[config.mk]
export PLATFORM = sky130hd
export DESIGN_NAME = clamped_fir_filter
export DESIGN_NICKNAME = d
export VERILOG_FILES = /design/src/rtl/core/cff_pkg.sv /design/src/rtl/core/cff_ctrl.sv /design/src/rtl/core/cff_datapath.sv /design/src/rtl/core/clamped_fir_filter.sv
export SDC_FILE = /design/constraint.sdc
export NUM_CORES = 2
export LEC_CHECK = 0
export BUFFER_PORTS_ARGS = -buffer_cell sky130_fd_sc_hd__buf_2
export CORE_MARGIN = 3
export CORE_UTILIZATION = 28
export CTS_BUF_LIST = sky130_fd_sc_hd__clkbuf_8
export DETAILED_ROUTE_END_ITERATION = 8
export PLACE_DENSITY = 0.41
export SYNTH_ARGS = -nofsm -noshare
export SYNTH_HDL_FRONTEND = slang
export SYNTH_SLANG_ARGS = --single-unit
[constraint.sdc]
create_clock -name i_clk -period 11.9 [get_ports i_clk]
set_clock_uncertainty 0.15 [all_clocks]
set_input_delay 1.785 -clock i_clk [delete_from_list [all_inputs] [get_ports i_clk]]
set_output_delay 1.785 -clock i_clk [all_outputs]
set_load 0.05 [all_outputs]
[src/rtl/core/cff_pkg.sv]
// ----------------------------------------------------------------------------
// cff_pkg
// Shared widths, codes and controller/datapath interface types for the
// clamped FIR filter.
// ----------------------------------------------------------------------------
package cff_pkg;

    localparam int SAMPLE_W = 16;
    localparam int PROD_W   = 2 * SAMPLE_W;
    localparam int FILT_W   = 36;
    localparam int TIDX_W   = 4;
    localparam int LIMIT_W  = 15;
    localparam int TIU_W    = 5;
    localparam int CFG_IDX_W  = 1;
    localparam int CFG_DATA_W = 15;

    localparam logic CMD_SAMPLE = 1'b0;
    localparam logic CMD_COEF   = 1'b1;

    localparam logic [CFG_IDX_W-1:0] CFG_CLAMP_LIMIT = 1'b0;
    localparam logic [CFG_IDX_W-1:0] CFG_TAPS_IN_USE = 1'b1;

    localparam logic [LIMIT_W-1:0] LIMIT_RESET = 15'h7FFF;
    localparam logic [TIU_W-1:0]   TIU_RESET   = 5'd16;

    localparam logic signed [FILT_W-1:0] FILT_MAX = {1'b0, {(FILT_W-1){1'b1}}};
    localparam logic signed [FILT_W-1:0] FILT_MIN = {1'b1, {(FILT_W-1){1'b0}}};

    typedef struct packed {
        logic start;
        logic coef_wr;
        logic issue;
        logic load_out;
    } t_dp_cmd;

    typedef struct packed {
        logic issue_last;
        logic pipe_empty;
        logic out_free;
    } t_dp_sts;

endpackage

[src/rtl/core/cff_ctrl.sv]
// ----------------------------------------------------------------------------
// cff_ctrl
// Sequencer: accepts a transaction, steps the multiply-accumulate over the
// taps in use, drains the datapath and hands the sum to the output register.
// ----------------------------------------------------------------------------
module cff_ctrl (
    input  logic              i_clk,
    input  logic              i_rst_n,
    input  logic              i_in_valid,
    input  logic              i_command,
    input  cff_pkg::t_dp_sts  i_sts,
    output logic              o_in_ready,
    output cff_pkg::t_dp_cmd  o_cmd
);
    import cff_pkg::*;

    typedef enum logic [1:0] {
        S_IDLE,
        S_MAC,
        S_DRAIN,
        S_DONE
    } t_state;

    t_state r_state;
    t_state n_state;
    logic   w_accept;

    assign o_in_ready = (r_state == S_IDLE);
    assign w_accept   = i_in_valid && o_in_ready;

    always_comb begin
        n_state        = r_state;
        o_cmd.start    = 1'b0;
        o_cmd.coef_wr  = 1'b0;
        o_cmd.issue    = 1'b0;
        o_cmd.load_out = 1'b0;
        case (r_state)
            S_IDLE: begin
                if (w_accept) begin
                    if (i_command == CMD_SAMPLE) begin
                        o_cmd.start = 1'b1;
                        n_state     = S_MAC;
                    end else begin
                        o_cmd.coef_wr = 1'b1;
                    end
                end
            end
            S_MAC: begin
                o_cmd.issue = 1'b1;
                if (i_sts.issue_last) begin
                    n_state = S_DRAIN;
                end
            end
            S_DRAIN: begin
                if (i_sts.pipe_empty) begin
                    n_state = S_DONE;
                end
            end
            S_DONE: begin
                if (i_sts.out_free) begin
                    o_cmd.load_out = 1'b1;
                    n_state        = S_IDLE;
                end
            end
            default: begin
                n_state = S_IDLE;
            end
        endcase
    end

    always_ff @(posedge i_clk) begin
        if (!i_rst_n) begin
            r_state <= S_IDLE;
        end else begin
            r_state <= n_state;
        end
    end

endmodule

[src/rtl/core/cff_datapath.sv]
// ----------------------------------------------------------------------------
// cff_datapath
// Configuration registers, coefficient and delay-line memories, one shared
// multiplier, accumulator, saturation and the output register.
// ----------------------------------------------------------------------------
module cff_datapath #(
    parameter int TAPS = 16
) (
    input  logic                                      i_clk,
    input  logic                                      i_rst_n,
    input  logic                                      i_cfg_valid,
    input  logic [cff_pkg::CFG_IDX_W-1:0]             i_cfg_index,
    input  logic [cff_pkg::CFG_DATA_W-1:0]            i_cfg_data,
    input  logic [cff_pkg::TIDX_W-1:0]                i_tap_index,
    input  logic signed [cff_pkg::SAMPLE_W-1:0]       i_value,
    input  cff_pkg::t_dp_cmd                          i_cmd,
    output cff_pkg::t_dp_sts                          o_sts,
    output logic                                      o_out_valid,
    input  logic                                      i_out_ready,
    output logic signed [cff_pkg::FILT_W-1:0]         o_filtered
);
    import cff_pkg::*;

    localparam int AW    = (TAPS > 1) ? $clog2(TAPS) : 1;
    localparam int NW    = $clog2(TAPS + 1);
    localparam int SUM_W = PROD_W + 1 + $clog2(TAPS + 1);
    localparam int ACC_W = (SUM_W > FILT_W) ? SUM_W : FILT_W;
    localparam logic signed [ACC_W-1:0] SAT_MAX = ACC_W'(FILT_MAX);
    localparam logic signed [ACC_W-1:0] SAT_MIN = ACC_W'(FILT_MIN);

    logic [LIMIT_W-1:0]               r_clamp_limit;
    logic [TIU_W-1:0]                 r_taps_in_use;
    logic signed [SAMPLE_W-1:0]       r_c_mem [TAPS];
    logic signed [SAMPLE_W-1:0]       r_d_mem [TAPS];
    logic [TAPS-1:0]                  r_c_vld;
    logic [TAPS-1:0]                  r_d_vld;
    logic [AW-1:0]                    r_wp;
    logic [AW-1:0]                    r_i;
    logic [AW-1:0]                    r_j;
    logic [NW-1:0]                    r_n;
    logic signed [SAMPLE_W-1:0]       r_rd_c;
    logic signed [SAMPLE_W-1:0]       r_rd_d;
    logic                             r_rd_vld;
    logic signed [PROD_W-1:0]         r_prod;
    logic                             r_prod_vld;
    logic signed [ACC_W-1:0]          r_acc;
    logic                             r_out_valid;
    logic signed [FILT_W-1:0]         r_filtered;

    logic [NW-1:0]                    w_n;
    logic [AW-1:0]                    w_wp_eff;
    logic [AW-1:0]                    w_wp_next;
    logic [AW-1:0]                    w_last;
    logic signed [SAMPLE_W-1:0]       w_lim;
    logic signed [SAMPLE_W-1:0]       w_clamped;
    logic signed [ACC_W-1:0]          w_sat;

    always_comb begin
        if (r_taps_in_use == '0) begin
            w_n = NW'(1);
        end else if (32'(r_taps_in_use) > TAPS) begin
            w_n = NW'(TAPS);
        end else begin
            w_n = NW'(r_taps_in_use);
        end
    end

    assign w_wp_eff  = (32'(r_wp) >= 32'(w_n)) ? '0 : r_wp;
    assign w_wp_next = (32'(w_wp_eff) + 1 >= 32'(w_n)) ? '0 : w_wp_eff + 1'b1;
    assign w_last    = AW'(r_n - 1'b1);

    assign w_lim = $signed({1'b0, r_clamp_limit});
    always_comb begin
        if (i_value > w_lim) begin
            w_clamped = w_lim;
        end else if (i_value < -w_lim) begin
            w_clamped = -w_lim;
        end else begin
            w_clamped = i_value;
        end
    end

    always_comb begin
        if (r_acc > SAT_MAX) begin
            w_sat = SAT_MAX;
        end else if (r_acc < SAT_MIN) begin
            w_sat = SAT_MIN;
        end else begin
            w_sat = r_acc;
        end
    end

    assign o_sts.issue_last = (r_i == w_last);
    assign o_sts.pipe_empty = !r_rd_vld && !r_prod_vld;
    assign o_sts.out_free   = !r_out_valid || i_out_ready;
    assign o_out_valid      = r_out_valid;
    assign o_filtered       = r_filtered;

    always_ff @(posedge i_clk) begin
        if (i_cmd.coef_wr && (32'(i_tap_index) < TAPS)) begin
            r_c_mem[AW'(i_tap_index)] <= i_value;
        end
        if (i_cmd.start) begin
            r_d_mem[w_wp_eff] <= w_clamped;
        end
        r_rd_c <= r_c_vld[r_i] ? r_c_mem[r_i] : '0;
        r_rd_d <= r_d_vld[r_j] ? r_d_mem[r_j] : '0;
    end

    always_ff @(posedge i_clk) begin
        if (!i_rst_n) begin
            r_clamp_limit <= LIMIT_RESET;
            r_taps_in_use <= TIU_RESET;
            r_c_vld       <= '0;
            r_d_vld       <= '0;
            r_wp          <= '0;
            r_rd_vld      <= 1'b0;
            r_prod_vld    <= 1'b0;
            r_out_valid   <= 1'b0;
        end else begin
            if (i_cfg_valid) begin
                case (i_cfg_index)
                    CFG_CLAMP_LIMIT: r_clamp_limit <= i_cfg_data[LIMIT_W-1:0];
                    CFG_TAPS_IN_USE: r_taps_in_use <= i_cfg_data[TIU_W-1:0];
                    default: begin
                    end
                endcase
            end
            if (i_cmd.coef_wr && (32'(i_tap_index) < TAPS)) begin
                r_c_vld[AW'(i_tap_index)] <= 1'b1;
            end
            if (i_cmd.start) begin
                r_d_vld[w_wp_eff] <= 1'b1;
                r_wp              <= w_wp_next;
            end
            r_rd_vld   <= i_cmd.issue;
            r_prod_vld <= r_rd_vld;
            if (i_cmd.load_out) begin
                r_out_valid <= 1'b1;
            end else if (i_out_ready) begin
                r_out_valid <= 1'b0;
            end
        end
    end

    always_ff @(posedge i_clk) begin
        if (i_cmd.start) begin
            r_i   <= '0;
            r_j   <= w_wp_eff;
            r_n   <= w_n;
            r_acc <= '0;
        end else begin
            if (i_cmd.issue) begin
                r_i <= r_i + 1'b1;
                r_j <= (r_j == w_last) ? '0 : r_j + 1'b1;
            end
            if (r_prod_vld) begin
                r_acc <= r_acc + ACC_W'(r_prod);
            end
        end
        if (r_rd_vld) begin
            r_prod <= PROD_W'(r_rd_c) * PROD_W'(r_rd_d);
        end
        if (i_cmd.load_out) begin
            r_filtered <= FILT_W'(w_sat);
        end
    end

endmodule

[src/rtl/core/clamped_fir_filter.sv]
// ----------------------------------------------------------------------------
// clamped_fir_filter
// FIR filter over a ring-buffer delay line with input clamping.
//
// Input channel (i_in_valid/o_in_ready): a command 0 transaction clamps
// i_value to +/- clamp_limit, stores it in the delay line and yields one
// result on o_filtered (Q.30, saturated to 36 bits). A command 1 transaction
// writes coefficient i_tap_index and yields nothing; the input stays ready.
// Configuration channel (i_cfg_valid/o_cfg_ready) is always ready; index 0
// is clamp_limit, index 1 is taps_in_use. Write it only while idle.
// A sample keeps the input busy while the pass walks n taps, n being
// taps_in_use held to 1..TAPS; the result appears in the output register
// in the same cycle that the input is ready again. One shared multiplier walks
// the taps one per cycle through the registered memory read, product and add.
// A finished result waits in the output register while the next transaction
// is accepted; if the receiver still stalls, the next result holds in the
// accumulator. Reset clears the delay line, coefficients and write position,
// restores the default configuration; the block is ready once reset is released.
// ----------------------------------------------------------------------------
module clamped_fir_filter #(
    parameter int TAPS = 16
) (
    input  logic                                  i_clk,
    input  logic                                  i_rst_n,
    input  logic                                  i_in_valid,
    output logic                                  o_in_ready,
    input  logic                                  i_command,
    input  logic [cff_pkg::TIDX_W-1:0]            i_tap_index,
    input  logic signed [cff_pkg::SAMPLE_W-1:0]   i_value,
    output logic                                  o_out_valid,
    input  logic                                  i_out_ready,
    output logic signed [cff_pkg::FILT_W-1:0]     o_filtered,
    input  logic                                  i_cfg_valid,
    output logic                                  o_cfg_ready,
    input  logic [cff_pkg::CFG_IDX_W-1:0]         i_cfg_index,
    input  logic [cff_pkg::CFG_DATA_W-1:0]        i_cfg_data
);
    import cff_pkg::*;

    t_dp_cmd w_cmd;
    t_dp_sts w_sts;

    assign o_cfg_ready = 1'b1;

    cff_ctrl u_ctrl (
        .i_clk      (i_clk),
        .i_rst_n    (i_rst_n),
        .i_in_valid (i_in_valid),
        .i_command  (i_command),
        .i_sts      (w_sts),
        .o_in_ready (o_in_ready),
        .o_cmd      (w_cmd)
    );

    cff_datapath #(
        .TAPS (TAPS)
    ) u_datapath (
        .i_clk       (i_clk),
        .i_rst_n     (i_rst_n),
        .i_cfg_valid (i_cfg_valid && o_cfg_ready),
        .i_cfg_index (i_cfg_index),
        .i_cfg_data  (i_cfg_data),
        .i_tap_index (i_tap_index),
        .i_value     (i_value),
        .i_cmd       (w_cmd),
        .o_sts       (w_sts),
        .o_out_valid (o_out_valid),
        .i_out_ready (i_out_ready),
        .o_filtered  (o_filtered)
    );

endmodule

Word level (Yosys, flattened, before mapping)
Memories as Yosys holds them, arrays and structs flattened. A register that Yosys moved wholly into a read port is not among the register bits.
Index checks and enable logic that the tools add are counted.
Word-level totals
  logic and storage cells: 105
  output and inout port bits: 39
  RAM bits: 512
  register bits: 179
  bits of input ports: 42
  memories: 2
Operators by class
  magnitude comparators: 13
  bitwise gates (word level): 3
  $mul: 1
  muxes and demuxes: 37
  reductions and logical operators: 17
  $add $sub $neg: 7
  equal/unequal tests: 10
Memories
  u_datapath.r_c_mem: words 16, bits a word 16, rd ports 1, clocked after Yosys merged registers in 1, write ports 1, line cff_datapath.sv:33  | logic signed [SAMPLE_W-1:0] r_c_mem [TAPS];
  u_datapath.r_d_mem: words 16, bits a word 16, rd ports 1, clocked after Yosys merged registers in 1, write ports 1, line cff_datapath.sv:34  | logic signed [SAMPLE_W-1:0] r_d_mem [TAPS];
Operators by type and width (number)
  38-bit by 32-bit adder with 38-bit output: 1
  38-bit by 36-bit > comparator with 1-bit output, second input constant: 1
  38-bit by 36-bit < comparator with 1-bit output, second input constant: 1
  36-bit two-way mux: 1
  16-bit by 16-bit multiplier with 32-bit output: 1
  16-bit two-way mux: 2
  16-bit OR: 2
  4-bit by 5-bit < comparator with 1-bit output, second input constant: 4
  4-bit two-way mux: 5
  16-bit > comparator: 1
  16-bit < comparator: 1
  15-bit negation with 16-bit output: 1
  1-bit two-way mux: 15
  2-bit two-way mux: 7
  4-bit by 1-bit adder with 4-bit output, second input constant: 3
  5-bit two-way mux: 2
  1-bit binary-select mux with 4-bit select: 2
  1-bit demux with 4-bit select: 2
  4-bit == test: 2
  4-bit by 1-bit greater-or-equal comparator with 1-bit output, second input constant: 2
  2-bit case mux with 4 select lines: 1
  2-bit by 1-bit inequality test with 1-bit output, second input constant: 3
  4-bit by 1-bit adder with 5-bit output, second input constant: 1
  4-bit by 5-bit greater-or-equal comparator with 1-bit output: 1
  other kinds (15): 26

Logic depth before layout (Yosys ltp)
  depth in word-level cells: 10
  mapped depth: 24
  mapped depth without buffers: 23

Modules after synthesis
Synthesis repeated with hierarchy kept, for this count alone.
Second synthesis, totals
  cells, all modules: 2971
  area, all modules: 40203.6 µm²
By module, submodules not included
  cff_datapath: seq. area each 20319.5 µm², area each 39979.6 µm², cells each 2944, times used 1
  cff_ctrl: seq. area each 40.0 µm², area each 212.7 µm², cells each 25, times used 1
  clamped_fir_filter: seq. area each 0.0 µm², area each 11.3 µm², cells each 2, times used 1

Worst setup path after synthesis
OpenSTA, ideal clock, no wires.
  kind: register to register
  from: reg u_datapath.r_rd_c[7], read port of u_datapath.r_c_mem
  to: reg u_datapath.r_prod[31], data pin
  data required time: 11.486 ns
  arrival: 5.762 ns
  stages on the path, launching flop included: 24
  path slack: 5.724 ns
  clock period less this slack: 6.176 ns
  buffers on the path: 1
  setup time: 0.264 ns
  cells stage by stage: dfxtp_1 > clkbuf_1 > nand2_1 > fa_1 > inv_1 > fa_1 > inv_1 > fa_1 > inv_1 > fa_1 > fa_1 > inv_1 > fa_1 > inv_1 > ha_1 > nand3_1 > o211ai_1 > o32ai_1 > a21oi_2 > a31oi_1 > a211oi_1 > a21o_1 > a221oi_1 > xnor2_1
On the way
  word-level cells in the longest chain between the ends: 1
RTL lines
  from (decl): line cff_datapath.sv:41  | logic signed [SAMPLE_W-1:0] r_rd_c;
  16-bit by 16-bit multiplier with 32-bit output: line cff_datapath.sv:162  | r_prod <= PROD_W'(r_rd_c) * PROD_W'(r_rd_d);
  to (signal assigned): line cff_datapath.sv:162
  to (decl): line cff_datapath.sv:44  | logic signed [PROD_W-1:0] r_prod;
Every way passes these cells.
A chain may end at the register's enable or synchronous reset.

Final worst setup path
  from: reg u_datapath.r_rd_d[7], read port of u_datapath.r_d_mem
  to: reg u_datapath.r_prod[31], data pin
On the way
  word-level cells in the longest chain between the ends: 1
RTL lines
  from (decl): line cff_datapath.sv:42  | logic signed [SAMPLE_W-1:0] r_rd_d;
  16-bit by 16-bit multiplier with 32-bit output: line cff_datapath.sv:162
Every way passes these cells.

==> reports/results.tsv <==
metric	value	unit
status	finished clean	
die_y	386	um
synth_area_leader_cell	edfxtp_1	
rsz0062_at_grt	false	
crit_arrival	7240	ps
synth.avg_cell_area	13.4	um^2
synth_top_family_by_area	adder cells	
clk_latency	830	ps
start_util	28.4	%
path_max_fanout	16	
drtIter0Drc	1364	
seqCellArea	20400	um^2
core	142000	um^2
clock-sinks	723	
die_area	149000	um^2
first_global_vias	24800	
layout.nets	3622	
end_kind	register	
p_total	8.76	mW
cts_tree	yes	
rr_endpoint	u_datapath.r_prod[31]	
yosys_warnings	0	
ys_seq_elements	723	
grt_usage	14.8	%
r2r-start	u_datapath.r_rd_d[7]	
setup_violations	0	
yosys.area_share.simple	8.42	%
antenna_found_initial	8	
fmax	146	MHz
synth_nets	3484	
synth_compound_area_share	5.60	%
synth.mux.area_fraction	10.5	%
setup_tns	0	ps
cap_violations	0	
grt_max_degree	62	
synth_xor_area_share	2.02	%
synth_cells	3009	
hp-class	reg -> reg	
viasPerCell	4.56	
fill_cells	14300	
synth_top_area_share	43.8	%
port_buffers	79	
vdd_ir_drop_max	0.127	mV
leakage	17.6	nW
r2r_slack	5060	ps
routedWlPerCell	21.0	um
cts.path.max_buffers	3	
area_growth	13.3	%
drc_errors	0	
dr.pass1.iters	5	
max_slew_margin	14.6	%
hold_buffers	0	
cts_buffers	133	
io_pins	81	
p_per_area	192	nW/um^2
dp_hpwl	73200	um
num_vias	23500	
netlist-cell-type-count	74	
whs	310	ps
hold_viol_final	0	
grt_pass1_wl	162000	um
drive_gt1_share	16.2	%
period_minus_slack	6840	ps
clk_pin_slew	60	ps
routabilityCongestion	0.788	
slew_violations	0	
ys_seq_area_share	50.4	%
multiInputGateArea	18300	um^2
crit_type	reg -> reg	
die_w	386	um
ctsResizeCount	0	
postCtsSetupRepairBufs	0	
layout_worst_path_cycle_share	57.5	%
synthAdderAreaFrac	18.3	%
reg2regPathDepth	22	
tightest_slew	1280	ps
stdcell_count	5140	
synth_edf_count	588	
row_count	138	
start_kind	register	
final_util	32.1	%
dp.cells	4902	
grt_overflow_total	0	
cts_root_buffer	clkbuf_8	
drt-total-wl	108000	um
synthArstFlopShare	0	%
required	12300	ps
cts_max_level	4	
endpoint	u_datapath.r_prod[31]	
ys_top_cells_by_area	edfxtp_1, fa_1, mux4_2	
antenna_left	0	
startpoint	u_datapath.r_rd_d[7]	
netlist_area	40400	um^2
ys.flop_type	edfxtp_1	
[layer usage]
layer  track usage (%)  wire (um)  up-vias
li1                  -          -    10900
met1              19.8      48700    12100
met2              24.8      53000      394
met3              2.57       4070      121
met4              3.76       1960        0
met5                 0          0        -
[placed cells by master (no fill, tap or decap), types with 6 or more instances in the layout]
cell type  synthesis  layout
o22ai_1           16      16
nand3_1           27      27
buf_4              1      45
nor2b_4            1       6
fa_1             263     263
nor2_2             0       6
buf_2             15      79
clkinv_2           0       8
nor2_1           196     175
clkbuf_8           0     140
a211oi_1          10      10
nor2b_1           60      54
clkinv_1           0      30
o21ai_0           54      51
o21a_1            45      45
and2_1           128     128
nor2_4             0      15
dfxtp_1          135     130
a21o_1            32      32
inv_1            380     418
a21oi_1           88      87
nand4_1            9       9
o21bai_1          11      11
ha_1             170     170
mux4_2           168     168
and3_1            17      17
nand2_1          202     202
xor2_1            20      20
xnor2_1           73      73
mux2i_1           37      37
nor3_1            28      24
a22oi_1            6       6
nand2b_1          15      15
nor3_2             2       6
o211ai_1          20      20
edfxtp_1         588     588
[critical path: stages (launching register included)]
cell and delay (ps):
dfxtp_1 690, nand2_1 160, fa_1 560, inv_1 50, fa_1 500, inv_1 50
fa_1 530, inv_1 60, fa_1 450, fa_1 490, inv_1 50, fa_1 470
inv_1 40, ha_1 380, nand3_1 100, o211ai_1 260, o32ai_1 140, a21oi_2 260
a31oi_1 190, a211oi_1 520, a21o_1 230, a221oi_1 100, xnor2_1 130
[power by group]
part           internal [mW]  switching, mW  total (mW)
logic                   1.34           1.80        3.14
registers               3.03          0.302        3.33
clock network           1.19           1.10        2.29
[through the flow]
stage,worst slack [ps],cell area (um^2)
floorplan,5720,40400
global placement,5100,43200
detailed placement,5000,43200
CTS,5000,45700
global route,4630,45700
finish,5060,45700
[how the worst min path moves through the flow]
stage / from / endpoint / depth (start not counted)
3_3_place_gp: u_datapath.r_d_vld[5] / u_datapath.r_d_vld[5] / 1
4_1_cts: u_datapath.r_c_vld[2] / u_datapath.r_c_vld[2] / 1
6_report: u_datapath.r_c_vld[14] / u_datapath.r_c_vld[14] / 1
3_5_place_dp: u_datapath.r_c_vld[11] / u_datapath.r_c_vld[11] / 1
5_1_grt: u_datapath.r_c_vld[6] / u_datapath.r_c_vld[6] / 1
2_1_floorplan: u_datapath.r_c_vld[10] / u_datapath.r_c_vld[10] / 1
[sequential cells by signal (all words and copies together) (netlist names), 4 cells and up]
name and flops:
u_datapath.r_c_mem 256, u_datapath.o_filtered 36, u_datapath.r_taps_in_use 5, u_datapath.r_d_vld 16, u_datapath.r_clamp_limit 15, u_datapath.r_wp 4
u_datapath.r_d_mem 256, u_datapath.r_n 4, u_datapath.r_rd_c 16, u_datapath.r_acc 38, u_datapath.r_i 4, u_datapath.r_prod 32
u_datapath.r_c_vld 16, u_datapath.r_rd_d 16, u_datapath.r_j 4
[Yosys cell counts, drive strengths merged, types with 9 or more instances]
cell,count
edfxtp,588
mux2i,37
nor2,196
and2,128
mux4,168
nand4,9
ha,170
a21oi,90
a211oi,10
inv,380
nand2,202
xor2,20
nor2b,61
nor3,30
nand2b,15
nand3,27
o22ai,16
and3,19
o21bai,12
o211ai,20
o21ai,57
fa,263
clkbuf,95
dfxtp,135
o21a,45
a21o,34
buf,26
xnor2,73
[cell families (layout without fill, tap and decap cells)]
group | after synthesis | after routing
muxes | 211 | 211
xor gates and xnor gates | 93 | 93
adders and majority gates | 433 | 433
other | 1 | 3
AOI/OAI and AO/OA | 341 | 341
DFF | 723 | 723
and+or+nand+nor | 706 | 706
buffers and inverters | 501 | 740
[layout make-up]
cell class | instances | area share [%]
Tap cell | 1890 | 5.17
Antenna cell | 2 | 0.0109
Clock inverter | 96 | 1.32
Multi-Input combinational cell | 1785 | 40.0
Sequential cell | 723 | 44.5
Timing Repair Buffer | 124 | 1.60
Inverter | 380 | 3.12
Clock buffer | 140 | 4.21
No activity file was read; power rests on OpenSTA's default activity.
